<file path="src/rtl/core/cslc_pkg.sv">
// ----------------------------------------------------------------------------
// cslc_pkg: shared types and constants of the command stream law checker
// Message layout, cell store entry layout, message kinds and step constants.
// ----------------------------------------------------------------------------
`default_nettype none

package cslc_pkg;

    localparam int CELLS_DEFAULT = 256;

    // Generation mark kept with every cell entry. Generation zero is what the
    // clearing pass writes, so live compositions use the codes above it.
    localparam int          EPOCH_W   = 8;
    localparam logic [EPOCH_W-1:0] EPOCH_FIRST = EPOCH_W'(1);
    localparam logic [EPOCH_W-1:0] EPOCH_LAST  = {EPOCH_W{1'b1}};
    localparam logic [EPOCH_W-1:0] EPOCH_SWEPT = '0;

    localparam int          TOTAL_W  = 17;
    localparam int          STEP_W   = 18;
    localparam int          CELL_W   = 16;
    localparam logic [TOTAL_W-1:0] STEP_ONE = TOTAL_W'(65536);

    localparam int S_TDATA_W = 56;
    localparam int M_TDATA_W = 8;

    typedef enum logic [2:0] {
        OP_BIND   = 3'd0,
        OP_LINK   = 3'd1,
        OP_EFFECT = 3'd2,
        OP_VIEW   = 3'd3,
        OP_TICK   = 3'd4
    } op_t;

    typedef struct packed {
        logic                     last_message;
        logic                     arg_ok;
        logic signed [STEP_W-1:0] tick_step;
        logic [CELL_W-1:0]        cell_b;
        logic [CELL_W-1:0]        cell_a;
        logic [2:0]               op;
    } msg_t;

    typedef struct packed {
        logic [EPOCH_W-1:0] epoch;
        logic               pending;
        logic [TOTAL_W-1:0] total;
    } entry_t;

    localparam int ENTRY_W = $bits(entry_t);

    typedef struct packed {
        logic   violation;
        logic   wr_en;
        entry_t wr_entry;
    } eval_t;

endpackage

`default_nettype wire

</file>
<file path="src/rtl/core/cslc_law_eval.sv">
// ----------------------------------------------------------------------------
// cslc_law_eval: per-message law evaluation
// Judges one message against the current cell entry and forms the write-back.
// ----------------------------------------------------------------------------
`default_nettype none

module cslc_law_eval
    import cslc_pkg::*;
#(
    parameter int CELLS = CELLS_DEFAULT
) (
    input  wire msg_t               msg,
    input  wire entry_t             rd_entry,
    input  wire logic [EPOCH_W-1:0] epoch,
    output eval_t                   result
);

    logic               in_range_a;
    logic               in_range_b;
    logic               live;
    logic               pend_base;
    logic [TOTAL_W-1:0] total_base;
    logic [TOTAL_W:0]   sum;
    logic [TOTAL_W-1:0] dt;

    // An entry stamped with an older generation reads as cleared.
    assign live       = (rd_entry.epoch == epoch);
    assign pend_base  = live & rd_entry.pending;
    assign total_base = live ? rd_entry.total : '0;
    assign in_range_a = ({1'b0, msg.cell_a} < 17'(CELLS));
    assign in_range_b = ({1'b0, msg.cell_b} < 17'(CELLS));
    assign dt         = msg.tick_step[TOTAL_W-1:0];
    assign sum        = {1'b0, total_base} + {1'b0, dt};

    always_comb begin
        result                   = '0;
        result.wr_entry.epoch    = epoch;
        result.wr_entry.pending  = pend_base;
        result.wr_entry.total    = total_base;
        unique case (op_t'(msg.op))
            OP_BIND: begin
                result.violation        = !in_range_a;
                result.wr_en            = in_range_a;
                result.wr_entry.pending = 1'b0;
            end
            OP_LINK: begin
                result.violation = !in_range_a || !in_range_b;
            end
            OP_EFFECT: begin
                result.violation        = !in_range_a || pend_base;
                result.wr_en            = in_range_a && !pend_base;
                result.wr_entry.pending = 1'b1;
            end
            OP_VIEW: begin
                result.violation = 1'b0;
            end
            OP_TICK: begin
                result.violation = !in_range_a || !msg.arg_ok || msg.tick_step[STEP_W-1]
                                   || (dt > STEP_ONE) || (sum > {1'b0, STEP_ONE});
                result.wr_en          = !result.violation;
                result.wr_entry.total = sum[TOTAL_W-1:0];
            end
            default: begin
                result.violation = 1'b0;
            end
        endcase
    end

endmodule

`default_nettype wire

</file>
<file path="config.mk">
export PLATFORM = sky130hd
export DESIGN_NAME = cslc_law_eval
export DESIGN_NICKNAME = d
export VERILOG_FILES = /design/src/rtl/core/cslc_pkg.sv /design/src/rtl/core/cslc_law_eval.sv
export SDC_FILE = /design/constraint.sdc
export NUM_CORES = 1
export LEC_CHECK = 0
export BUFFER_PORTS_ARGS = -buffer_cell sky130_fd_sc_hd__buf_2
export CORE_ASPECT_RATIO = 0.5
export CORE_MARGIN = 2
export CORE_UTILIZATION = 44
export DETAILED_ROUTE_END_ITERATION = 8
export GPL_ROUTABILITY_DRIVEN = 1
export GPL_TIMING_DRIVEN = 0
export PLACE_DENSITY = 0.9
export SLEW_MARGIN = 15
export SYNTH_ARGS = -nofsm -noshare
export SYNTH_HDL_FRONTEND = slang
export SYNTH_SLANG_ARGS = --single-unit
</file>
<file path="constraint.sdc">
create_clock -name vclk -period 7.8
set_input_delay 1.56 -clock vclk [all_inputs]
set_output_delay 1.56 -clock vclk [all_outputs]
set_load 0.02 [all_outputs]
</file>
# ---- Word level (Yosys, flattened, before mapping)
# Index checks and enable logic that the tools add are counted.
dict set report totals {
  input_bits 89
  wordCells 28
  output_inout_bits 28
  ff_bits 0
}
dict set report classes {
  mux 5
  magnitude_cmp 4
  addsub 1
  bitwise_logic 1
  reduce_logical 13
  eq_ne 4
}
# cell n
set op_table {}
lappend op_table {{two-way mux 17 bit} 2}
lappend op_table {{< comparator 16 x 9 -> 1 bit, second input constant} 2}
lappend op_table {{adder 17 x 17 -> 18 bit} 1}
lappend op_table {{greater-than comparator 18 x 17 -> 1 bit, second input constant} 1}
lappend op_table {{greater-than comparator 17 bit, second input constant} 1}
lappend op_table {{== test 8 bit} 1}
lappend op_table {{logical OR 1 bit} 6}
lappend op_table {{zero test 1 bit} 5}
lappend op_table {{case mux 1 bit (4 select lines)} 1}
lappend op_table {{== test 3 x 1 -> 1 bit, second input constant} 1}
lappend op_table {{== test 3 x 2 -> 1 bit, second input constant} 1}
lappend op_table {{== test 3 bit, second input constant} 1}
lappend op_table {{zero test 3 bit} 1}
lappend op_table {{case mux 1 bit (3 select lines)} 1}
lappend op_table {{case mux 1 bit (2 select lines)} 1}
lappend op_table {{AND 1 bit} 1}
lappend op_table {{logical AND 1 bit} 1}

# ---- Depth between registers and ports, before layout
# Gate-level depths: netlist of the first run.
dict set report logic_depth {
  ltp_word 8
  mapped_depth 15
  mapped_depth_nobuf 15
}

# ---- Worst setup path before layout of the first run
# No wires, ideal clock.
dict set report synth_path {
  path_type {input port to output port}
  start {input port rd_entry[23] (netlist name)}
  end {output port result[27] (netlist name)}
  required_time_ps 6240
  setup_slack_ps 1798
  cell_stages 15
  path_buffers 0
  t_arrival_ps 4442
  cell_sequence {xnor2_1 > nand4_1 > nor2_1 > and2_1 > ha_1 > fa_1 > a211oi_2 > o21ai_1 > a211oi_2 > o21ai_1 > a211o_1 > a21oi_1 > xnor2_1 > o32ai_2 > o22ai_1}
}
# element line
set synth_rtl {}
lappend synth_rtl {{from (decl)} cslc_law_eval.sv:13} ;# input wire entry_t rd_entry,
lappend synth_rtl {{to (decl)} cslc_law_eval.sv:15} ;# output eval_t result

==> results of run 1 <==
==> logic make-up (layout without fill, tap and decap cells) <==
logic type / Yosys count / after routing / share of synthesized area (%)
XOR/XNOR: 23 / 23 / 14.9
multiplexers: 4 / 4 / 3.20
buffers and inverters: 13 / 113 / 5.60
AO/OA/AOI/OAI: 62 / 62 / 31.6
AND/OR/NAND/NOR: 75 / 75 / 28.2
adder cells (fa/ha/maj): 18 / 18 / 16.5
==> cells in the mapped netlist, types with 2 or more instances <==
| library cell | n | area (um2) |
|---|---|---|
| a21o_1 | 3 | 22.5 |
| mux2_2 | 4 | 45.0 |
| o21bai_1 | 3 | 22.5 |
| xnor2_1 | 12 | 105 |
| o21ai_0 | 18 | 90.1 |
| ha_1 | 17 | 213 |
| nand4b_1 | 2 | 17.5 |
| and2_1 | 19 | 119 |
| a21oi_1 | 9 | 45.0 |
| nand2_1 | 23 | 86.3 |
| o21a_1 | 4 | 30.0 |
| nor4_1 | 9 | 56.3 |
| nor3_1 | 4 | 20.0 |
| o21ai_2 | 2 | 17.5 |
| a21oi_2 | 2 | 17.5 |
| a211oi_2 | 3 | 37.5 |
| clkbuf_1 | 4 | 15.0 |
| xor2_1 | 10 | 87.6 |
| nor2_1 | 9 | 33.8 |
| o21ai_1 | 5 | 25.0 |
| nand4_1 | 4 | 25.0 |
| a31oi_1 | 2 | 12.5 |
| buf_4 | 8 | 60.1 |
==> power breakdown <==
group          leakage (uW)  switching, uW  internal, uW
clock                     0              0             0
sequential                0              0             0
combinational      0.000978           35.2          32.3
total              0.000978           35.2          32.3
==> per-layer routing <==
layer / global-route usage [%] / up-vias
met3: 0.190 / 2
met1: 30.3 / 840
met4: 1.61 / 0
li1: - / 921
met5: 0 / -
met2: 49.3 / 54
==> worst paths after layout <==
| kind | to | cells past startpoint | startpoint |
|---|---|---|---|
| max | result[26] | 17 | epoch[7] |
| min | result[20] | 3 | epoch[2] |
==> cells in the final DEF (no fill, tap or decap), drive strengths merged, types with 2 or more instances in the layout <==
cell and count:
o21ai 25, nor2 10, o21a 4, a21o 4, and2 19, a21oi 11, xor2 11, nand4b 2
a31oi 3, nor3 4, a211oi 5, clkbuf 4, xnor2 12, o21bai 3, mux2 4, nand2 23
buf 108, nand4 4, ha 17, nor4 9
==> stage by stage <==
step	instances	worst slack, ps	instance area, um2
floorplan	195	1800	1410
global placement	335	1110	1960
detailed placement	335	991	1960
CTS	335	980	1960
global route	335	531	1960
finish	335	938	1960
==> worst max-delay path: stages <==
cell,delay [ps]
buf_2,110
xnor2_1,170
nand4_1,100
nor2_1,450
clkbuf_1,400
and2_1,220
ha_1,270
a211oi_1,280
nor2_1,110
a211oi_2,300
xnor2_1,220
and2_1,180
nand4_1,100
nand4b_1,210
o32ai_2,320
a22o_1,160
buf_2,150
==> cell type report <==
class / count / area, um2
Buffer: 12 / 75.1
Fill cell: 276 / 1070
Inverter: 1 / 3.75
Multi-Input combinational cell: 182 / 1330
Tap cell: 40 / 50.0
Timing Repair Buffer: 100 / 500
==> results.md, run 1 <==
* Number of violations reported at the end of detailed-routing iteration 0 at 68
* Count of buffers inserted at the top-level ports at 100
* Chip width at 84.0 um
* Final nets at 404
* Post-Route WL at 4480 um
* Pin count of the biggest net entering global routing at 11
* Setup TNS at 0 ps
* Die area at 3690 um2
* Area delta synth->final at 39.1%
* Vertical die dimension at 44.0 um
* HP Class: in -> out
* Result of the run: complete, no violations
* Share of cells above drive strength 1 at 42.4%
* GRT Residual Overflow at 0
* Antenna cells at 0
* Count of final hold-check violations at 0
* Count of hold-fix buffers inserted at cts at 0
* Row count at 14
* Number of nets with antenna violations after detailed routing at 0
* Highest routed layer: met4
* Number of cells upsized or downsized after cts at 0
* Routed metal-1 wire length at 1960 um
* Critical Path Source Type: input pin
* WS Path Type: in -> out
* Yosys Warn Count at 0
* Worst-Margin Slew at 548 ps
* Post-Syn Area at 1410 um2
* Total vias in the final route at 1817
* Data arrival time of the critical path at 5300 ps
* Category of the worst setup path capture point: output pin
* Core Util, Final at 64.6%
* Leak at 0.000978 uW
* I/O pin count at 117
* Post-Syn Area per Cell at 7.21 um2
* Overall power of the completed layout at 67.5 uW
* GR Util All Layers at 24.1%
* Starting utilization of the core area at 46.4%
* Number of instances in the synthesized netlist at 195
* Pwr Density at 34.5 nW/um2
* Core outline area at 3030 um2
* Number of endpoints failing setup at the final stage at 0
* Final-layout clock buffer total at 0
* Average routed wire per standard cell at 13.4 um
* Global-route wire length before repair at 7510 um
* Clock period minus final worst setup slack at 6860 ps
* Sequential cell area at 0 um2
* IR Drop Worst-Case VDD at 0.0293 mV
* RSZ-0062 raised after global routing: false
* Detail-routed via count per cell at 5.42
* Antenna violations before repair at 0
* Seq/Total Area, Yosys at 0%
* Setup Buffers After CTS at 0
* Number of pins exceeding their max-slew limit in the final report at 0
* Distinct cells, synth at 42
* Routed length on met3 at 222 um
* Post-route clock period utilization at 88.0%
* Amount of wire on met2 after detailed routing at 2280 um
* Sum of net half-perimeters after detailed placement at 3840 um
* Via count of the first global-routing pass at 1805
* Max_cap viols at 0
* Pre-Repair DR Iteration Count at 4
* Placer's final routability congestion estimate at 0.900
* Post-route DRC at 0
* Post-synth net total at 302
* Sequential cells at 0
* Headroom to the max-slew limit at 63.4%
* CP max FO at 10
* Max Freq at 146 MHz
* Worst hold margin at 3450 ps
* Data required time of the critical path at 6240 ps
Note: power is estimated with default switching activity, not from simulation.
==> run 2: changes to the inputs <==
--- a/config.mk
+++ b/config.mk
@@ -13,6 +13,7 @@
 export GPL_ROUTABILITY_DRIVEN = 1
 export GPL_TIMING_DRIVEN = 0
 export PLACE_DENSITY = 0.9
+export REMOVE_ABC_BUFFERS = 1
 export SLEW_MARGIN = 15
 export SYNTH_ARGS = -nofsm -noshare
 export SYNTH_HDL_FRONTEND = slang
==> run 2 against run 1 <==
Combinational power decreased by 6.5%. Utilization decreased by 2.5 points. Design area decreased by 3.8%. Sequential share of layout area unchanged. Critical endpoint unchanged. Largest cell class unchanged. Largest power group unchanged.
==> results.md, run 2 (synthesis gave the netlist of run 1 again) <==
* Result of the run: complete, no violations
* Commonest non-fill, non-tap cells in the layout: buf_2, nand2_1, and2_1
* Number of endpoints failing setup at the final stage at 0
* Final-layout clock buffer total at 0
* Most common cell after layout, fill and taps aside: buf_2
* Leak at 0.000935 uW
* Global-route wire length before repair at 6510 um
* Share of power burned in the clock network at 0%
* Buffering stage count on the worst path with inverters included at 2
* Largest delay share family, worst path: simple AND/OR/NAND/NOR gates
* Worst hold margin at 3370 ps
* Logic pwr share at 100.0%
* I/O pin count at 117
* Die area at 3690 um2
* Number of pins exceeding their max-slew limit in the final report at 0
* Setup Buffers After CTS at 0
* Internal power summed over all cells at 29.6 uW
* Vertical die dimension at 44.0 um
* Post-route clock period utilization at 88.9%
* Data arrival time of the critical path at 5370 ps
* WS Path Type: in -> out
* Max_cap viols at 0
* RSZ-0062 raised after global routing: false
* Number of nets with antenna violations after detailed routing at 0
* Detail-routed via count per cell at 5.52
* Worst-Margin Slew at 1070 ps
* Headroom to the max-slew limit at 28.3%
* Max Freq at 144 MHz
* Largest stage delay on the critical path at 830 ps
* Antenna cells at 0
* Count of final hold-check violations at 0
* Final nets at 392
* Sequential cell fraction of total power at 0%
* Number of violations reported at the end of detailed-routing iteration 0 at 72
* Count of hold-fix buffers inserted at cts at 0
* Pin count of the biggest net entering global routing at 30
* IR Drop Worst-Case VDD at 0.0178 mV
* Critical Path, Cell by Cell: buf_2 > xnor2_1 > nand4_1 > nor2_1 > and2_1 > ha_1 > a211oi_2 > o21bai_1 > a21oi_1 > xor2_1 > and4_1 > nand4_1 > nand4b_1 > o32ai_2 > a22o_1 > buf_2
* Multi-input logic area at 1330 um2
* Category of the worst setup path capture point: output pin
* Share of cells above drive strength 1 at 41.3%
* Chip width at 84.0 um
* Switching power summed over all nets at 33.6 uW
* Row count at 14
* Average routed wire per standard cell at 12.4 um
* Switching Fraction at 53.1%
* Total vias in the final route at 1783
* Starting utilization of the core area at 46.4%
* Count of buffers inserted at the top-level ports at 100
* Post-route DRC at 0
* Core outline area at 3030 um2
* Placer's final routability congestion estimate at 0.890
* Area delta synth->final at 33.8%
* Setup TNS at 0 ps
* GR Util All Layers at 20.5%
* Clock period minus final worst setup slack at 6930 ps
* Via count of the first global-routing pass at 1649
* Sum of net half-perimeters after detailed placement at 3490 um
* GRT Residual Overflow at 0
* HP Class: in -> out
* Data required time of the critical path at 6240 ps
* Number of cells upsized or downsized after cts at 0
* Cell with the biggest individual delay on the critical path: nor2_1
* Pre-Repair DR Iteration Count at 4
* Post-Route WL at 4000 um
* Count of fill cells added during filler insertion at 285
* Antenna violations before repair at 0
* Critical Path Source Type: input pin
* CP max FO at 19
* Sequential cell area at 0 um2
* Pwr Density at 33.6 nW/um2
* Sequential cells at 0
[run 2: area by class of cell]
type	count	area share, %
Inverter	1	0.199
Multi-Input combinational cell	182	70.5
Tap cell	40	2.66
Timing Repair Buffer	100	26.6
[run 2: power by group through the flow]
stage	Clock (uW)	Combinational, uW	Sequential [uW]
final	0	63.1	0
after global routing	0	69.1	0
after CTS	0	63.1	0
after detailed placement	0	62.8	0
after global placement	0	61.2	0
after floorplan	0	29.8	0
[run 2: final timing paths]
path | startpoint | to | slack [ps] | cells after the start
worst max-delay path | epoch[6] | result[26] | 870 | 16
worst min-delay path | epoch[7] | result[25] | 3370 | 2
[run 2: through the flow]
step / cell area [um2] / utilization, % / cells / power [uW] / worst slack, ps
2_1_floorplan: 1330 / - / 183 / 29.8 / 1730
6_report: 1880 / 62.1 / 323 / 63.1 / 867
3_3_place_gp: 1880 / 62.1 / 323 / 61.2 / 968
4_1_cts: 1880 / 62.1 / 323 / 63.1 / 880
3_5_place_dp: 1880 / 62.1 / 323 / 62.8 / 880
5_1_grt: 1880 / 62.1 / 323 / 69.1 / 573
[run 2: per-layer routing]
metal  routed length [um]  global-route usage [%]
met5                    0                       0
met4                   10                    1.61
met3                  176                    1.33
met2                 2050                    42.7
met1                 1760                    24.7
